File: src/rtl/core/dtti_pkg.sv
`timescale 1ns / 1ps
// ----------------------------------------------------------------------------
// dtti_pkg
// Shared types, codes and helpers of the decimal text to integer converter.
// ----------------------------------------------------------------------------
package dtti_pkg;

  // Widest result the converter produces
  localparam int unsigned MAX_BITS = 64;
  localparam int unsigned PROD_W   = MAX_BITS + 4;

  // ASCII codes of the grammar
  localparam logic [7:0] CHAR_ZERO  = 8'h30;
  localparam logic [7:0] CHAR_NINE  = 8'h39;
  localparam logic [7:0] CHAR_MINUS = 8'h2d;
  localparam logic [7:0] CHAR_PLUS  = 8'h2b;

  // Configuration register indexes
  localparam logic CFG_WIDTH_MODE  = 1'b0;
  localparam logic CFG_SIGNED_MODE = 1'b1;

  // Width mode codes
  localparam logic [1:0] WM_8  = 2'd0;
  localparam logic [1:0] WM_16 = 2'd1;
  localparam logic [1:0] WM_32 = 2'd2;
  localparam logic [1:0] WM_64 = 2'd3;

  typedef enum logic [1:0] {
    ST_OK     = 2'd0,
    ST_SYNTAX = 2'd1,
    ST_RANGE  = 2'd2
  } status_e;

  typedef enum logic [3:0] {
    PH_START  = 4'b0001,
    PH_SIGN   = 4'b0010,
    PH_DIGITS = 4'b0100,
    PH_ENDED  = 4'b1000
  } phase_e;

  // Per-string parse state
  typedef struct packed {
    logic [MAX_BITS-1:0] acc;
    logic                neg;
    phase_e              phase;
    status_e             fail;
  } parse_state_t;

  localparam parse_state_t STATE_CLEAR = '{
    acc:   '0,
    neg:   1'b0,
    phase: PH_START,
    fail:  ST_OK
  };

  // All-ones mask of w bits, capped at MAX_BITS
  function automatic logic [MAX_BITS-1:0] ones_mask(input int unsigned w);
    logic [MAX_BITS-1:0] m;
    if (w >= MAX_BITS) begin
      m = '1;
    end else begin
      m = (MAX_BITS'(1) << w) - MAX_BITS'(1);
    end
    return m;
  endfunction

  // Largest magnitude allowed for the configured width and sign
  function automatic logic [MAX_BITS-1:0] magnitude_limit(input logic [1:0] width_mode,
                                                          input logic       signed_mode,
                                                          input logic       neg);
    logic [MAX_BITS-1:0] mask;
    logic [MAX_BITS-1:0] half_m1;
    case (width_mode)
      WM_8:    mask = ones_mask(8);
      WM_16:   mask = ones_mask(16);
      WM_32:   mask = ones_mask(32);
      WM_64:   mask = ones_mask(64);
      default: mask = ones_mask(MAX_BITS);
    endcase
    half_m1 = mask >> 1;
    if (!signed_mode) begin
      return mask;
    end else if (neg) begin
      return half_m1 + MAX_BITS'(1);
    end else begin
      return half_m1;
    end
  endfunction

endpackage

File: src/rtl/core/dtti_step.sv
`timescale 1ns / 1ps
// ----------------------------------------------------------------------------
// dtti_step
// One parse step: folds a text byte into the parse state and, on the last
// byte, forms the result value and status and clears the state.
// ----------------------------------------------------------------------------
module dtti_step (
  input  dtti_pkg::parse_state_t         state_i,
  input  logic [7:0]                     char_byte_i,
  input  logic                           last_byte_i,
  input  logic [1:0]                     width_mode_i,
  input  logic                           signed_mode_i,
  output dtti_pkg::parse_state_t         state_o,
  output logic [dtti_pkg::MAX_BITS-1:0]  value_o,
  output dtti_pkg::status_e              status_o
);

  logic                          char_is_num;
  logic [7:0]                    digit_full;
  logic [3:0]                    digit_val;
  logic [dtti_pkg::PROD_W-1:0]   acc_ext;
  logic [dtti_pkg::PROD_W-1:0]   prod;
  logic [dtti_pkg::MAX_BITS-1:0] limit;
  dtti_pkg::parse_state_t        upd;

  // Decode the byte
  assign char_is_num = (char_byte_i >= dtti_pkg::CHAR_ZERO) &&
                       (char_byte_i <= dtti_pkg::CHAR_NINE);
  assign digit_full  = char_byte_i - dtti_pkg::CHAR_ZERO;
  assign digit_val   = digit_full[3:0];

  // acc*10 + digit as shift-add, wide enough never to wrap
  assign acc_ext = {4'b0, state_i.acc};
  assign prod    = (acc_ext << 3) + (acc_ext << 1) +
                   {{(dtti_pkg::PROD_W-4){1'b0}}, digit_val};
  assign limit   = dtti_pkg::magnitude_limit(width_mode_i, signed_mode_i, state_i.neg);

  // Advance the grammar
  always_comb begin
    upd = state_i;
    if (state_i.fail != dtti_pkg::ST_OK || state_i.phase == dtti_pkg::PH_ENDED) begin
      upd = state_i;
    end else if (char_is_num) begin
      if (prod > {4'b0, limit}) begin
        upd.fail = dtti_pkg::ST_RANGE;
      end else begin
        upd.acc   = prod[dtti_pkg::MAX_BITS-1:0];
        upd.phase = dtti_pkg::PH_DIGITS;
      end
    end else if (state_i.phase == dtti_pkg::PH_START &&
                 char_byte_i == dtti_pkg::CHAR_MINUS) begin
      if (signed_mode_i) begin
        upd.neg   = 1'b1;
        upd.phase = dtti_pkg::PH_SIGN;
      end else begin
        upd.fail = dtti_pkg::ST_SYNTAX;
      end
    end else if (state_i.phase == dtti_pkg::PH_START &&
                 char_byte_i == dtti_pkg::CHAR_PLUS) begin
      upd.phase = dtti_pkg::PH_SIGN;
    end else if (state_i.phase == dtti_pkg::PH_DIGITS) begin
      upd.phase = dtti_pkg::PH_ENDED;
    end else begin
      upd.fail = dtti_pkg::ST_SYNTAX;
    end
  end

  // Form the result and clear the state at the end of a string
  always_comb begin
    state_o  = upd;
    value_o  = '0;
    status_o = upd.fail;
    if (last_byte_i) begin
      if (status_o == dtti_pkg::ST_OK && upd.phase != dtti_pkg::PH_DIGITS &&
          upd.phase != dtti_pkg::PH_ENDED) begin
        status_o = dtti_pkg::ST_SYNTAX;
      end
      if (status_o == dtti_pkg::ST_OK) begin
        value_o = upd.neg ? ('0 - upd.acc) : upd.acc;
      end
      state_o = dtti_pkg::STATE_CLEAR;
    end
  end

endmodule

File: src/rtl/core/decimal_text_to_integer.sv
`timescale 1ns / 1ps
// ----------------------------------------------------------------------------
// decimal_text_to_integer
// Converts the ASCII text of a decimal number, one byte per request, to a
// 64-bit integer with a syntax and range status.
// ----------------------------------------------------------------------------
// Usage:
//   Input channel (in_valid_i/in_ready_o) carries one text byte per request;
//   last_byte_i marks the final byte of a string. Output channel
//   (out_valid_o/out_ready_i) carries one result per string: value_bits_o
//   (sign-extended two's complement, zero on failure) and status_o
//   (0 ok, 1 bad syntax, 2 out of range).
//   Throughput: one byte per cycle while no last byte is held back. A byte
//   waits in the input register and is folded into the parse state on its
//   way out; a last byte loads its result into the output register at that
//   same edge, so out_valid_o rises as that byte leaves the input register.
//   When the receiver stalls, the held result blocks only the next last
//   byte; non-final bytes keep flowing through the input register.
//   Configuration: cfg_we_i writes width_mode (index 0) or signed_mode
//   (index 1) from cfg_data_i; write only while no string is in flight.
//   Reset: width_mode 64 bits, signed mode, parse state cleared, both
//   channels empty.
// ----------------------------------------------------------------------------
module decimal_text_to_integer (
  input  logic        clk_i,
  input  logic        rst_ni,
  // configuration
  input  logic        cfg_we_i,
  input  logic        cfg_index_i,
  input  logic [1:0]  cfg_data_i,
  // text bytes
  input  logic        in_valid_i,
  output logic        in_ready_o,
  input  logic [7:0]  char_byte_i,
  input  logic        last_byte_i,
  // results
  output logic        out_valid_o,
  input  logic        out_ready_i,
  output logic [63:0] value_bits_o,
  output logic [1:0]  status_o
);

  logic [1:0]                    width_mode_q;
  logic                          signed_mode_q;
  logic                          s1_valid_q;
  logic [7:0]                    s1_byte_q;
  logic                          s1_last_q;
  logic                          s1_fire;
  dtti_pkg::parse_state_t        state_q;
  dtti_pkg::parse_state_t        state_d;
  logic [dtti_pkg::MAX_BITS-1:0] res_value;
  dtti_pkg::status_e             res_status;
  logic                          out_valid_q;
  logic [dtti_pkg::MAX_BITS-1:0] out_value_q;
  dtti_pkg::status_e             out_status_q;

  // Write configuration registers
  always_ff @(posedge clk_i or negedge rst_ni) begin
    if (!rst_ni) begin
      width_mode_q  <= dtti_pkg::WM_64;
      signed_mode_q <= 1'b1;
    end else if (cfg_we_i) begin
      case (cfg_index_i)
        dtti_pkg::CFG_WIDTH_MODE:  width_mode_q  <= cfg_data_i;
        dtti_pkg::CFG_SIGNED_MODE: signed_mode_q <= cfg_data_i[0];
        default:                   width_mode_q  <= width_mode_q;
      endcase
    end
  end

  // Advance a byte when it has no result or the output slot frees up
  assign s1_fire    = s1_valid_q && (!s1_last_q || !out_valid_q || out_ready_i);
  assign in_ready_o = !s1_valid_q || s1_fire;

  // Hold the accepted request
  always_ff @(posedge clk_i or negedge rst_ni) begin
    if (!rst_ni) begin
      s1_valid_q <= 1'b0;
    end else if (in_ready_o) begin
      s1_valid_q <= in_valid_i;
    end
  end

  always_ff @(posedge clk_i) begin
    if (in_ready_o && in_valid_i) begin
      s1_byte_q <= char_byte_i;
      s1_last_q <= last_byte_i;
    end
  end

  dtti_step u_step (
    .state_i       (state_q),
    .char_byte_i   (s1_byte_q),
    .last_byte_i   (s1_last_q),
    .width_mode_i  (width_mode_q),
    .signed_mode_i (signed_mode_q),
    .state_o       (state_d),
    .value_o       (res_value),
    .status_o      (res_status)
  );

  // Update the parse state
  always_ff @(posedge clk_i or negedge rst_ni) begin
    if (!rst_ni) begin
      state_q <= dtti_pkg::STATE_CLEAR;
    end else if (s1_fire) begin
      state_q <= state_d;
    end
  end

  // Load or drop the result
  always_ff @(posedge clk_i or negedge rst_ni) begin
    if (!rst_ni) begin
      out_valid_q <= 1'b0;
    end else if (s1_fire && s1_last_q) begin
      out_valid_q <= 1'b1;
    end else if (out_ready_i) begin
      out_valid_q <= 1'b0;
    end
  end

  always_ff @(posedge clk_i) begin
    if (s1_fire && s1_last_q) begin
      out_value_q  <= res_value;
      out_status_q <= res_status;
    end
  end

  assign out_valid_o  = out_valid_q;
  assign value_bits_o = out_value_q;
  assign status_o     = out_status_q;

`ifndef NO_ASSERTIONS
  // A new result comes only from a last byte leaving the input register
  assert property (@(posedge clk_i) disable iff (!rst_ni)
    $rose(out_valid_q) |-> $past(s1_valid_q && s1_last_q))
    else $error("result appeared without a last byte");

  // A failed conversion carries a zero value
  assert property (@(posedge clk_i) disable iff (!rst_ni)
    (out_valid_q && out_status_q != dtti_pkg::ST_OK) |-> (out_value_q == '0))
    else $error("failed result with nonzero value");

  // The parse state is clear after a string ends
  assert property (@(posedge clk_i) disable iff (!rst_ni)
    (s1_fire && s1_last_q) |=> (state_q == dtti_pkg::STATE_CLEAR))
    else $error("parse state not cleared at end of string");

  // Input backpressure only while a byte is waiting
  assert property (@(posedge clk_i) disable iff (!rst_ni)
    !in_ready_o |-> (s1_valid_q && s1_last_q && out_valid_q))
    else $error("input stalled without a blocked result");
`endif

endmodule

File: config.mk
export PLATFORM = sky130hd
export DESIGN_NAME = decimal_text_to_integer
export DESIGN_NICKNAME = d
export VERILOG_FILES = /design/src/rtl/core/dtti_pkg.sv /design/src/rtl/core/dtti_step.sv /design/src/rtl/core/decimal_text_to_integer.sv
export SDC_FILE = /design/constraint.sdc
export NUM_CORES = 1
export LEC_CHECK = 0
export BUFFER_PORTS_ARGS = -buffer_cell sky130_fd_sc_hd__clkbuf_2
export CORE_MARGIN = 3
export CORE_UTILIZATION = 55
export CTS_CLUSTER_SIZE = 12
export DETAILED_ROUTE_END_ITERATION = 8
export PLACE_DENSITY = 0.71
export RECOVER_POWER = 50
export SLEW_MARGIN = 10
export SYNTH_ARGS = -nofsm -noshare
export SYNTH_HDL_FRONTEND = slang
export SYNTH_HIERARCHICAL = 1
export SYNTH_SLANG_ARGS = --single-unit
export TNS_END_PERCENT = 100
File: constraint.sdc
create_clock -name clk_i -period 18.7 [get_ports clk_i]
set_input_delay 1.87 -clock clk_i [delete_from_list [all_inputs] [get_ports clk_i]]
set_output_delay 1.87 -clock clk_i [all_outputs]
set_load 0.03 [all_outputs]
==> key figures <==
Status
  • Result of the run: finished with violations
  • Failing checks: max-capacitance violations, max-slew violations

Clock tree
  • CTS tree: done
  • CTS HTree Levels: 4
  • Clock sink total: 151
  • Hold buffers post-CTS: 0
  • Cts repair resizes: 0
  • Clock insertion delay at the later pin of the skew report: 0.47 ns
  • TritonCTS buffer count: 17
  • Clock-pin transition on the worst setup and hold timing paths: 0.08 ns
  • Maximum number of buffers from clock root to sink: 2
  • Number of setup buffers added after CTS: 0
  • Root buf cell: sky130_fd_sc_hd__clkbuf_16

Synth
  • YS warnings: 6
  • Largest area contributor in the netlist: sky130_fd_sc_hd__ha_1
  • Synthesized cell area: 18,200 sq um
  • Synthesized Nets: 2,395
  • Most frequent cells after synthesis: 223 x sky130_fd_sc_hd__nand2_1, 222 x sky130_fd_sc_hd__nor2_1, 193 x sky130_fd_sc_hd__ha_1
  • Most frequent cell after synthesis: sky130_fd_sc_hd__nand2_1
  • Gate count of the mapped netlist: 2,183
  • Post-synthesis sequential area ratio: 22.8%
  • Area fraction of the dominant cell type after synthesis: 13.2%
  • Fraction of registers with async set/reset: 50.3%
  • Dominant synthesized flop cell: sky130_fd_sc_hd__edfxtp_1
  • Top cells by area in the synthesized netlist: sky130_fd_sc_hd__ha_1 13%, sky130_fd_sc_hd__edfxtp_1 12%, sky130_fd_sc_hd__dfrtp_1 9.9%
  • Avg Synthesized Cell Area: 8.35 sq um
  • Library cells used by synthesis: 99
  • Number of synthesized register bits: 151
  • Number of flops mapped to enable cells by yosys: 75

Floorplan
  • Die W: 188 um
  • Die span in y: 188 um
  • Initial core utilization: 55.9%
  • Full die area: 35,400 sq um
  • Boundary pin count: 85
  • Core ar.: 32,600 sq um
  • Number of cell rows: 66

Layout
  • NumNets Final: 2,381
  • Final Util: 58.8%
  • Non-filler instance count after layout: 2,624
  • Area growth from synthesis to layout: 5.19%
  • Filler Cell Count: 2,976
  • Diode count: 0
  • Share of final-layout standard cells stronger than drive strength 1: 9.90%

Routing
  • DRT Wirelength: 62,300 um
  • Count of TritonRoute iterations in the first routing pass: 6
  • Average detailed-routed wire length per instance: 23.7 um
  • Number of routed nets with antenna violations: 0
  • Total number of vias: 17,800
  • DRC errors left: 0
  • Post-detailed-route via-to-cell ratio: 6.77
  • Initial detailed-routing violation count: 1,859

Worst hold path
  • Hold wc startpoint: state_q[0]
  • Worst hold stages: 2
  • Worst Hold End: state_q[0]
  • Worst hold-check path type: register to register

Setup path
  • Cell count of the worst reg-to-reg path: 31
  • Required arrival time at the worst endpoint: 18.95 ns
  • Setup Crit Path Kind: register to register
  • Count of buffering cells on the critical path with inverters included: 2
  • Kind of end point of the critical path: register
  • Master of the slowest instance on the critical path: sky130_fd_sc_hd__a211oi_1
  • Startpoint types: register
  • WP depth: 31
  • Capture instance of the worst register-to-register path: value_bits_o[48]
  • Cell family with most CP delay: compound AO/OA/AOI/OAI gates
  • R2R Setup Slk: 8.48 ns
  • Largest fanout on the critical path: 49
  • Worst reg2reg startpoint: s1_byte_q[3]
  • Worst endpoint data arrival time: 10.48 ns
  • Worst stage delay on the critical path: 1.02 ns

Flow run
  • Number of max-cap violations: 5

Timing
  • Crit share post-route: 54.7%
  • Pins Over Slew Limit: 248
  • Sum Neg Setup Slack: 0 ns
  • Max frequency: 97.8 MHz
  • Minimum clock period after layout: 10.22 ns
  • Worst max-slew margin expressed relative to the limit: -142%
  • Final setup viols: 0
  • Unrepaired setup endpoints after global routing: false
  • Slew at the pin with the worst max-slew slack: 3.63 ns
  • Final-report hold violation count: 0
  • Skew final: 0.0164 ns
  • Worst hold-check slack: 0.581 ns

Place
  • Final Wtd Congestion: 1.00
  • Number of buffer cells added on primary ports: 84
  • Dpl hpwl: 46,300 um
  • Inst Count DP: 2,592

Pwr
  • Leak: 0.00876 uW
  • Worst ir drop on vdd: 0.0662 mV
  • Power density cells: 47.2 nW/um^2
  • Int Pwr: 604 uW
  • Share of power burned in the clock network: 40.4%
  • Switching share of power: 33.3%
  • Switching power summed over all nets: 301 uW
  • Total power: 905 uW
  • Power share of the combinational group: 18.6%
  • Sequential group share of total power: 41.1%

GRT
  • Global-route wire length before repair: 97,300 um
  • Final global-route overflow total: 0
  • Via count of the first global-routing pass: 16,900
  • Number of antenna violations at the first check in global routing: 0
  • Largest net degree at the start of global routing: 96
  • Total global routing track utilization: 34.7%
## worst register-to-register path: cells and delay by family, from the launching register on
kind / cells / cell delay, ns
buffers and inverters: 2 / 0.78
multiplexers: 1 / 0.21
flip-flops: 1 / 0.48
AND/OR/NAND/NOR: 12 / 3.35
AO/OA/AOI/OAI: 12 / 3.49
adder cells (fa/ha/maj): 4 / 1.71
## registers in the layout, indices dropped and copies added (netlist names)
signal / cells
s1_valid_q: 1
s1_byte_q: 8
state_q: 71
out_valid_o: 1
width_mode_q: 2
signed_mode_q: 1
value_bits_o: 64
s1_last_q: 1
status_o: 2
## per-stage QoR
stage	instance area, sq um	setup slack [ns]
6_report	19200	8.48
3_3_place_gp	18700	9.13
4_1_cts	19300	8.87
2_1_floorplan	18200	10.17
5_1_grt	19200	8.06
3_5_place_dp	18700	8.96
## per-layer routing
layer  vias to the layer above  GRT usage [%]  wire length (um)
met2                       840           57.1             28900
met1                      8578           45.4             25800
met5                         -              0                 0
met3                       179           4.86              4490
met4                         0           15.8              3070
li1                       8175              -                 -
## final cells by class
type                            instances  area [sq um]  area share, %
Sequential cell                       151          4160           21.7
Tap cell                              442           553           2.88
Timing Repair Buffer                  103           464           2.42
Multi-Input combinational cell       1856         13300           69.1
Clock inverter                         14           156          0.815
Inverter                               40           150          0.783
Clock buffer                           18           439           2.29
## power groups by stage
stage               clock [uW]  sequential (uW)  combinational, uW
floorplan                    0              386                106
global placement             0              377                161
detailed placement           0              377                165
CTS                        370              370                166
global route               382              373                182
finish                     365              371                168
## worst max path at each step
stage	startpoint	endpoint	slack, ns
floorplan	s1_byte_q[3]	value_bits_o[62]	10.17
global placement	s1_byte_q[3]	value_bits_o[62]	9.13
detailed placement	s1_byte_q[3]	value_bits_o[62]	8.96
CTS	s1_byte_q[3]	value_bits_o[62]	8.87
global route	s1_byte_q[3]	value_bits_o[60]	8.06
finish	s1_byte_q[3]	value_bits_o[48]	8.48
## layout by cell type (no fill, tap or decap), types with 14 or more instances in the layout
cell / count
sky130_fd_sc_hd__nand2_1: 222
sky130_fd_sc_hd__nor2_1: 221
sky130_fd_sc_hd__ha_1: 193
sky130_fd_sc_hd__a21oi_1: 139
sky130_fd_sc_hd__nand2b_1: 86
sky130_fd_sc_hd__mux2i_1: 79
sky130_fd_sc_hd__o21ai_0: 76
sky130_fd_sc_hd__edfxtp_1: 75
sky130_fd_sc_hd__nand4b_1: 73
sky130_fd_sc_hd__clkbuf_1: 73
sky130_fd_sc_hd__xnor2_1: 72
sky130_fd_sc_hd__o211ai_2: 71
sky130_fd_sc_hd__dfrtp_1: 70
sky130_fd_sc_hd__nor3_1: 65
sky130_fd_sc_hd__nand4_1: 44
sky130_fd_sc_hd__inv_1: 40
sky130_fd_sc_hd__a21o_1: 38
sky130_fd_sc_hd__nand3_1: 37
sky130_fd_sc_hd__a211oi_1: 35
sky130_fd_sc_hd__or3_1: 31
sky130_fd_sc_hd__nor4_1: 27
sky130_fd_sc_hd__xor2_1: 24
sky130_fd_sc_hd__o21bai_1: 21
sky130_fd_sc_hd__mux2_2: 20
sky130_fd_sc_hd__o31ai_1: 19
sky130_fd_sc_hd__nor2b_1: 18
sky130_fd_sc_hd__and3_1: 18
sky130_fd_sc_hd__clkbuf_16: 17
sky130_fd_sc_hd__buf_4: 16
sky130_fd_sc_hd__o21a_1: 14
sky130_fd_sc_hd__clkbuf_2: 14
sky130_fd_sc_hd__and2_1: 14
sky130_fd_sc_hd__or2_2: 14
## kinds of logic (layout without fill, tap and decap cells)
family / Yosys count / in the layout / synth area share (%)
XOR/XNOR: 96 / 96 / 4.61
buffers and inverters: 176 / 175 / 4.63
adder cells (fa/ha/maj): 195 / 195 / 13.5
multiplexers: 101 / 101 / 5.71
flip-flops: 151 / 151 / 22.8
AND/OR/NAND/NOR: 922 / 922 / 26.4
AO/OA/AOI/OAI: 542 / 542 / 22.4
Note: power is estimated with default switching activity, not from simulation.
